[config.mk]
export PLATFORM = sky130hd
export DESIGN_NAME = c3dc_ctrl
export DESIGN_NICKNAME = d
export VERILOG_FILES = /design/src/rtl/core/c3dc_pkg.sv /design/src/rtl/core/c3dc_ctrl.sv
export SDC_FILE = /design/constraint.sdc
export NUM_CORES = 1
export LEC_CHECK = 0
export BUFFER_PORTS_ARGS = -buffer_cell sky130_fd_sc_hd__clkbuf_2
export CORE_UTILIZATION = 30
export CTS_CLUSTER_SIZE = 12
export DETAILED_ROUTE_END_ITERATION = 16
export MAX_ROUTING_LAYER = met4
export SLEW_MARGIN = 20
export SYNTH_ARGS = -nofsm -noshare
export SYNTH_HDL_FRONTEND = slang
export SYNTH_SLANG_ARGS = --single-unit
export TNS_END_PERCENT = 50
[constraint.sdc]
create_clock -name clk -period 2 [get_ports clk]
set_clock_uncertainty 0.05 [all_clocks]
set_input_delay 0.3 -clock clk [delete_from_list [all_inputs] [get_ports clk]]
set_output_delay 0.3 -clock clk [all_outputs]
set_load 0.05 [all_outputs]
[src/rtl/core/c3dc_pkg.sv]
`timescale 1ns / 1ps
`default_nettype none
// ----------------------------------------------------------------------------
// c3dc_pkg: shared types and constants of the 3x3 convolution block
// widths of the fixed fields, register indexes, controller command and status
// ----------------------------------------------------------------------------
package c3dc_pkg;

	localparam int MAX_WIDTH_DEF  = 1024;
	localparam int MAX_HEIGHT_DEF = 1024;

	localparam int PIX_W      = 8;
	localparam int COORD_W    = 10;
	localparam int COEF_W     = 8;
	localparam int ROW_TAPS   = 3;
	localparam int COEFF_ROW_W = COEF_W * ROW_TAPS;
	localparam int TAPS       = 9;
	localparam int DIV_W      = 15;
	localparam int SIZE_W     = 11;
	localparam int ACC_W      = 16;
	localparam int CFG_DATA_W = 24;
	localparam int CFG_IDX_W  = 3;
	localparam int DIV_STEPS  = ACC_W - 1;
	localparam int STEP_W     = 4;
	localparam int MIN_SIZE   = 3;
	localparam int PIX_MAX    = 255;

	localparam logic [COEFF_ROW_W-1:0] COEFF_TOP_RST    = 24'd0;
	localparam logic [COEFF_ROW_W-1:0] COEFF_MIDDLE_RST = 24'd256;
	localparam logic [COEFF_ROW_W-1:0] COEFF_BOTTOM_RST = 24'd0;
	localparam logic [DIV_W-1:0]       DIVISOR_RST      = 15'd1;
	localparam logic [SIZE_W-1:0]      SIZE_RST         = 11'd1024;

	typedef enum logic [CFG_IDX_W-1:0] {
		REG_COEFF_TOP    = 3'd0,
		REG_COEFF_MIDDLE = 3'd1,
		REG_COEFF_BOTTOM = 3'd2,
		REG_DIVISOR      = 3'd3,
		REG_IMAGE_WIDTH  = 3'd4,
		REG_IMAGE_HEIGHT = 3'd5
	} reg_index_t;

	typedef struct packed {
		logic [TAPS*COEF_W-1:0] coeff;    // top row in the low bytes, left tap lowest
		logic [DIV_W-1:0]       divisor;
		logic [SIZE_W-1:0]      image_width;
		logic [SIZE_W-1:0]      image_height;
	} cfg_t;

	typedef struct packed {
		logic              accept;
		logic              shift;
		logic              mac;
		logic              prep;
		logic              div;
		logic              load_out;
		logic [STEP_W-1:0] step;
	} cmd_t;

	typedef struct packed {
		logic produce;
		logic out_free;
	} sts_t;

endpackage
`default_nettype wire

[src/rtl/core/c3dc_ctrl.sv]
`timescale 1ns / 1ps
`default_nettype none
// ----------------------------------------------------------------------------
// c3dc_ctrl: controller of the 3x3 convolution block
// sequences accept, window shift, multiply-accumulate, divide and output load
// ----------------------------------------------------------------------------
module c3dc_ctrl (
	input  wire logic          clk,
	input  wire logic          arst_n,
	input  wire logic          in_valid,
	output logic               in_stall,
	input  c3dc_pkg::sts_t     sts,
	output c3dc_pkg::cmd_t     cmd
);

	typedef enum logic [5:0] {
		S_IDLE  = 6'b000001,
		S_SHIFT = 6'b000010,
		S_MAC   = 6'b000100,
		S_PREP  = 6'b001000,
		S_DIV   = 6'b010000,
		S_OUT   = 6'b100000
	} state_t;

	state_t state_q, state_d;
	logic [c3dc_pkg::STEP_W-1:0] step_q;
	logic step_last;

	always_comb begin
		step_last = 1'b0;
		if (state_q == S_MAC) begin
			step_last = (step_q == c3dc_pkg::STEP_W'(c3dc_pkg::TAPS - 1));
		end else if (state_q == S_DIV) begin
			step_last = (step_q == c3dc_pkg::STEP_W'(c3dc_pkg::DIV_STEPS - 1));
		end
	end

	always_comb begin
		cmd      = '0;
		cmd.step = step_q;
		state_d  = state_q;
		in_stall = (state_q != S_IDLE);
		unique case (state_q)
			S_IDLE: begin
				if (in_valid) begin
					cmd.accept = 1'b1;
					state_d    = S_SHIFT;
				end
			end
			S_SHIFT: begin
				cmd.shift = 1'b1;
				state_d   = sts.produce ? S_MAC : S_IDLE;
			end
			S_MAC: begin
				cmd.mac = 1'b1;
				if (step_last) state_d = S_PREP;
			end
			S_PREP: begin
				cmd.prep = 1'b1;
				state_d  = S_DIV;
			end
			S_DIV: begin
				cmd.div = 1'b1;
				if (step_last) state_d = S_OUT;
			end
			S_OUT: begin
				if (sts.out_free) begin
					cmd.load_out = 1'b1;
					state_d      = S_IDLE;
				end
			end
			default: state_d = S_IDLE;
		endcase
	end

	always_ff @(posedge clk or negedge arst_n) begin
		if (!arst_n) begin
			state_q <= S_IDLE;
			step_q  <= '0;
		end else begin
			state_q <= state_d;
			if ((cmd.mac || cmd.div) && !step_last) begin
				step_q <= step_q + c3dc_pkg::STEP_W'(1);
			end else begin
				step_q <= '0;
			end
		end
	end

	// an accepted transaction always moves on to the window shift
	a_accept_shift: assert property (@(posedge clk) disable iff (!arst_n)
		(state_q == S_IDLE && in_valid) |=> (state_q == S_SHIFT))
		else $error("accepted pixel did not reach the shift state");

	// the tap counter stays in range in the multiply-accumulate state
	a_step_range: assert property (@(posedge clk) disable iff (!arst_n)
		(state_q == S_MAC) |-> (step_q < c3dc_pkg::STEP_W'(c3dc_pkg::TAPS)))
		else $error("tap counter out of range");

	// output register loaded only when it is free
	a_load_free: assert property (@(posedge clk) disable iff (!arst_n)
		cmd.load_out |-> sts.out_free)
		else $error("result loaded over an untaken result");

endmodule
`default_nettype wire

# [Yosys cells after proc, flatten, opt, wreduce, memory -nomap -nowiden]
# Index checks and enable logic that the tools add are counted.
[word_totals] regBits=10 out_inout_bits=11 in_bits=5
[op_classes] n_eq_ne=13 reduce_logical=4 add_sub_neg=1 mux=17
[op_table] op="6-bit one-hot mux with 6 select lines" n=1
[op_table] op="6-bit 2-to-1 mux" n=4
[op_table] op="1-bit 2-to-1 mux" n=10
[op_table] op="4-bit equality test (second input constant)" n=2
[op_table] op="2-bit != test (second input constant)" n=4
[op_table] op="6-bit by 1-bit equality test with 1-bit output (second input constant)" n=1
[op_table] op="6-bit by 2-bit equality test with 1-bit output (second input constant)" n=1
[op_table] op="6-bit by 3-bit equality test with 1-bit output (second input constant)" n=1
[op_table] op="6-bit by 4-bit equality test with 1-bit output (second input constant)" n=1
[op_table] op="6-bit by 5-bit equality test with 1-bit output (second input constant)" n=1
[op_table] op="6-bit equality test (second input constant)" n=1
[op_table] op="6-bit by 1-bit != test with 1-bit output (second input constant)" n=1
[op_table] op="4-bit by 1-bit adder with 4-bit output (second input constant)" n=1
[op_table] op="4-bit 2-to-1 mux" n=1
[op_table] op="4-bit AND reduction" n=1
[op_table] op="3-bit 2-to-1 mux" n=1
[op_table] op="1-bit logical AND" n=1
[op_table] op="1-bit zero test" n=1
[op_table] op="1-bit logical OR" n=1

# [Logic depth before layout (Yosys ltp)]
# Gate-level depths: netlist of run 1.
[depth] word_depth=6 depth_mapped=6 depth_no_buf=6

# [Worst setup path before layout of run 1]
# Ideal clock, no wire load.
[synth_path] kind="reg2out" start="reg state_q[5]" end="out cmd[9] (netlist name)" arrival_time_ps=1895 path_stages_with_launch=4 slack_ps=-245 path_cell_list="dfrtp_1 -> nor4_2 -> nand3b_2 -> nor2_1"
[synth_rtl] element="from (decl)" line_no="c3dc_ctrl.sv:25" text="state_t state_q, state_d;"
[synth_rtl] element="from (signal assigned)" line_no="c3dc_ctrl.sv:81" text="state_q <= state_d;"
[synth_rtl] element="to (decl)" line_no="c3dc_ctrl.sv:13" text="output c3dc_pkg::cmd_t cmd"

==> results of run 1 <==
what timing repair did:
action,in CTS,in global routing
hold buffers,1,0
setup endpoints to repair,3,7
setup buffers,0,2
pin swaps,0,4
resized for setup,6,9
endpoints found under the hold margin,9,0
worst register-to-register path: stages (launching register included):
cell and delay [ns]:
dfrtp_1 0.44, inv_1 0.09, ha_1 0.20, nand2b_1 0.14, a21oi_1 0.06, o21a_1 0.27, nor3_2 0.19
logic make-up (layout without fill, tap and decap cells):
logic type | Yosys count | count (layout)
buffers and inverters | 7 | 28
AOI/OAI and AO/OA | 10 | 10
adders and majority gates | 3 | 3
and+or+nand+nor | 29 | 29
xor gates and xnor gates | 2 | 2
DFF | 10 | 10
state kept, by name (all words and copies together), names as in the netlist:
name     count
state_q      6
step_q       4
cell usage after synthesis (2+ instances only):
cell type and number:
a21oi_1 2, and2_1 2, dfrtp_1 9, ha_1 3
inv_1 5, nand2_1 3, nand2b_1 2, nand3_1 2
nor2_1 4, nor2b_1 2, nor3_2 3, nor4_2 2
o21ai_0 2, xnor2_1 2
final timing paths:
check	endpoint	slack (ns)	cells past startpoint
min in group asynchronous	state_q[5]$_DFFE_PN0P_	0.38	2
min reg2reg	step_q[0]$_DFF_PN0_	0.50	1
min	state_q[2]$_DFFE_PN0P_	0.28	3
max reg2reg	step_q[3]$_DFF_PN0_	0.48	6
max	cmd[8]	0.07	3
max in group asynchronous	state_q[0]$_DFFE_PN1P_	1.25	2
per-layer routing:
metal  share of wire, %  track usage [%]  vias up
met5                  0                -        -
met4                  0             5.00        0
met3                1.6             2.26        0
met2                 52             23.5        8
met1                 47             15.7      258
li1                   -                -      259
where the power goes:
group | internal [mW] | switching (mW) | leakage, nW | total (mW)
clock | 0.110 | 0.0747 | 0.0210 | 0.185
sequential | 0.238 | 0.0605 | 0.134 | 0.298
combinational | 0.149 | 0.227 | 0.247 | 0.376
total | 0.497 | 0.362 | 0.401 | 0.859
final cells by class:
| type | instances | area, sq um | share of cell area (%) |
|---|---|---|---|
| clock buffers | 4 | 36.3 | 4.33 |
| inverters | 6 | 22.5 | 2.69 |
| multi-input cells | 44 | 379 | 45.3 |
| flip-flops and latches | 10 | 253 | 30.2 |
| well taps | 27 | 33.8 | 4.04 |
| repair buffers | 18 | 113 | 13.5 |
==> results.json, run 1 <==
{
  "syn_area_sq_um": 628,
  "drc": 0,
  "drtPass1Iterations": 3,
  "synth_top_family_by_area": "simple AND/OR/NAND/NOR gates",
  "die_area_sq_um": 2280,
  "status": "finished clean",
  "yosysWarnings": 0,
  "numCtsBuffers": 3,
  "grt_pass1_wl_um": 2070,
  "placed_area_sq_um": 733,
  "synth_seq_area_share_pct": 40.0,
  "clkLatencyLatePin_ns": 0.26,
  "layout_commonest_cell": "clkbuf_2",
  "final_cell_mix": "9 x clkbuf_2, 8 x dfrtp_1, 7 x clkbuf_4, 5 x inv_1",
  "start_kind": "flop",
  "cp_slowest_cell": "dfrtp_1",
  "path_class": "flop to primary output",
  "async_reset_ff_share_pct": 100,
  "slew_headroom_pct": 78.8,
  "cp_top_family": "simple AND/OR/NAND/NOR gates",
  "critPathMaxStageDelay_ns": 0.47,
  "io_pins": 16,
  "drive_above_1_share_pct": 43.9,
  "synthMuxAreaShare_pct": 0,
  "final_max_slew_viol_count": 0,
  "timing.final.crit_share_pct": 96.3,
  "cts_buffer_depth": 2,
  "diodes": 0,
  "worstPathRequired_ns": 1.65,
  "port_buffers": 15,
  "fin_nets": 91,
  "synth-simple-area-share_pct": 35.5,
  "hp-class": "input port to flop",
  "whs_ns": 0.280,
  "fin_crit_ns": 1.93,
  "synth_top_area_cell": "dfrtp_1",
  "syn2layout_area_growth_pct": 33.3,
  "cp.arrival_ns": 1.58,
  "synth_cell_type_count": 32,
  "ir_worst_vdd_mv": 0.380,
  "gp_congestion": 0.758,
  "finalPower_uw": 859,
  "p_leak_nw": 0.401,
  "synth_nets": 69,
  "fin_cells": 109,
  "detail-route-antenna-nets": 0,
  "final-setup-viol-count": 0,
  "synth_area_leaders": "dfrtp_1 36%, ha_1 6.0%, nor3_2 4.8%",
  "p_per_area_nw_per_um2": 1030,
  "track_usage_pct": 13.6,
  "core_area_sq_um": 1960,
  "crit_buf_inv": 1,
  "tightestPinTransition_ns": 0.316,
  "critPathCaptureType": "primary output",
  "crit_fanout": 5,
  "rows": 16,
  "fp.dieH_um": 47.8,
  "avgSynthCellArea_sq_um": 10.3,
  "drt-initial-drc-count": 9,
  "stdcell_area_sq_um": 837,
  "cts_root_buffer": "clkbuf_4",
  "synth_ff_type": "dfrtp_1",
  "yosys.area_share.xor_xnor_pct": 2.79,
  "die_w_um": 47.8,
  "initial_core_util_pct": 32.0,
  "reg2reg_from": "step_q[0]$_DFF_PN0_",
  "htreeDepth": 1,
  "critPathLaunch": "state_q[4]$_DFFE_PN0P_",
  "grt_pass1_vias": 506,
  "viasPerCell": 4.82,
  "synthAdderAreaFrac_pct": 5.98,
  "synth_compound_gate_area_share_pct": 10.4,
  "pre_cts_slack_ns": 0.156,
  "antenna_found_initial": 0,
  "synth_top_cell_area_share_pct": 35.9,
  "cts.sinks": 10,
  "clk_pin_slew_worst_paths_ns": 0.07,
  "dp_hpwl_um": 1070,
  "grt_start_max_net_pins": 11,
  "worst_slack_ns": 0.0732,
  "fillers": 209,
  "ys_ff_latch": 10,
  "wire_per_inst_um": 12.4,
  "drt_wl_total_um": 1350,
  "cts_tree": "built",
  "placed_cells": 102,
  "grt.overflow.total": 0,
  "fmax_mhz": 519,
  "final_util_pct": 42.7,
  "synth_edf_count": 0,
  "syn_inst": 61,
  "hold_viol": 0,
  "min_from": "sts[1]",
  "vias": 525,
  "drv_cap": 0,
  "fin_tns_setup_ns": 0,
  "crit_chain": "nor4_4 -> and3b_1 -> buf_2"
}
Note: power is estimated with default switching activity, not from simulation.
==> inputs of run 2 (changes only) <==
CORE_ASPECT_RATIO = 1.25   (was not set)
==> results.json, run 2 (synthesized netlist as in run 1, its figures left out) <==
{
  "grt_start_max_net_pins": 11,
  "critPathCaptureType": "primary output",
  "viasPerCell": 5.14,
  "drtPass1Iterations": 4,
  "track_usage_pct": 13.5,
  "antenna_found_initial": 0,
  "syn2layout_area_growth_pct": 29.5,
  "min_path_cells": 3,
  "drt-initial-drc-count": 7,
  "grt_pass1_vias": 498,
  "cp_slowest_cell": "dfrtp_2",
  "crit_fanout": 4,
  "finalPower_uw": 858,
  "top_register": "state_q",
  "detail-route-antenna-nets": 0,
  "drive_above_1_share_pct": 45.0,
  "diodes": 0,
  "grt.overflow.total": 0,
  "clkLatencyLatePin_ns": 0.27,
  "whs_ns": 0.260,
  "numCtsBuffers": 3,
  "fmax_mhz": 518,
  "cts.sinks": 10,
  "vias": 514,
  "timing.final.crit_share_pct": 96.4,
  "multi_input_area_sq_um": 379,
  "largest_reg_flops": 6,
  "p_leak_nw": 0.389,
  "worst_slack_ns": 0.0713,
  "final-setup-viol-count": 0,
  "layout_commonest_cell": "clkbuf_2",
  "fin_tns_setup_ns": 0,
  "cts_tree": "built",
  "fin_cells": 100,
  "hp-class": "input port to flop",
  "rrSetupSlack_ns": 0.50,
  "die_w_um": 42.9,
  "cp_top_family": "simple AND/OR/NAND/NOR gates",
  "clk_pin_slew_worst_paths_ns": 0.07,
  "ir_worst_vdd_mv": 0.535,
  "drc": 0,
  "port_buffers": 15,
  "rows": 18,
  "worstPathRequired_ns": 1.65,
  "cts_root_buffer": "clkbuf_4",
  "final_util_pct": 41.0,
  "pre_cts_slack_ns": 0.181,
  "placed_cells": 95,
  "post_cts_buffers": 0,
  "crit_buf_inv": 1,
  "status": "finished clean",
  "die_area_sq_um": 2280,
  "seqCellArea_sq_um": 255,
  "dp_hpwl_um": 991,
  "final_max_slew_viol_count": 0,
  "top_regs": "state_q x6, step_q x4",
  "grt_pass1_wl_um": 2130,
  "hold_viol": 0,
  "crit_chain": "nor4_4 -> and3b_1 -> clkbuf_2",
  "placed_area_sq_um": 724,
  "wire_per_inst_um": 12.7,
  "path_class": "flop to primary output",
  "fp.dieH_um": 53.2,
  "reg2regPathDepth": 4,
  "p_per_area_nw_per_um2": 1060,
  "fillers": 218,
  "stdcell_area_sq_um": 813,
  "tightestPinTransition_ns": 0.321,
  "reg2reg_from": "state_q[2]$_DFFE_PN0P_",
  "rsz0062_at_grt": "true",
  "core_area_sq_um": 1980,
  "start_kind": "flop",
  "fin_nets": 89,
  "gp_congestion": 0.728,
  "final_cell_mix": "10 x clkbuf_2, 7 x clkbuf_4, 6 x dfrtp_1, 5 x inv_1",
  "rr_endpoint": "step_q[1]$_DFF_PN0_",
  "drt_wl_total_um": 1270,
  "cts_buffer_depth": 2,
  "hold_path_end": "state_q[2]$_DFFE_PN0P_",
  "drv_cap": 0,
  "initial_core_util_pct": 31.7,
  "slew_headroom_pct": 78.4,
  "cp.arrival_ns": 1.58,
  "critPathMaxStageDelay_ns": 0.45,
  "io_pins": 16,
  "fin_crit_ns": 1.93,
  "htreeDepth": 1,
  "min_from": "sts[1]"
}
==> run 2: cell count changes in the layout (fill, tap and decap cells not counted), sizes merged <==
cell,change
buf,-3
clkbuf,+1
==> run 2: how the worst max path moves through the flow <==
stage	from	endpoint	slack [ns]	depth (start not counted)
after detailed placement	state_q[1]$_DFFE_PN0P_	cmd[7]	0.18	3
final	state_q[2]$_DFFE_PN0P_	cmd[8]	0.07	3
after global routing	state_q[2]$_DFFE_PN0P_	cmd[9]	-0.009	4
after floorplan	state_q[5]$_DFFE_PN0P_	cmd[9]	0.11	3
after global placement	state_q[1]$_DFFE_PN0P_	cmd[7]	0.17	3
after CTS	state_q[1]$_DFFE_PN0P_	cmd[7]	-0.006	3
==> run 2: layer usage <==
layer / global-route usage [%] / part of all wire, % / wire [um]
met1: 16.8 / 48 / 607
met2: 18.4 / 47 / 599
met3: 3.41 / 2.7 / 35
met4: 10.4 / 2.4 / 31
met5: - / 0 / 0
==> run 2: cell type report <==
cell class                 count  share of cell area (%)
multi-input combinational     44                    46.6
sequential                    10                    31.4
timing repair buffer          16                    11.7
clock buffer                   4                    4.46
tap                           20                    3.08
inverter                       6                    2.77
==> run 2: worst reg2reg max path, delay by kind of cell (launching register included) <==
kind	cells	cell delay, ns
compound gates	2	0.38
flops	1	0.45
simple gates	2	0.54
==> run 2: timing repair <==
item,4_1_cts,5_1_grt
pin swaps,0,2
resized for setup,5,9
endpoints found under the setup margin,3,6
endpoints found under the hold margin,9,0
hold buffers,1,0
==> run 2: power breakdown <==
| part | internal [mW] | switching [mW] | total, mW |
|---|---|---|---|
| Clock | 0.111 | 0.0748 | 0.185 |
| Combinational | 0.147 | 0.227 | 0.373 |
| Sequential | 0.240 | 0.0598 | 0.299 |
| Total | 0.497 | 0.361 | 0.858 |
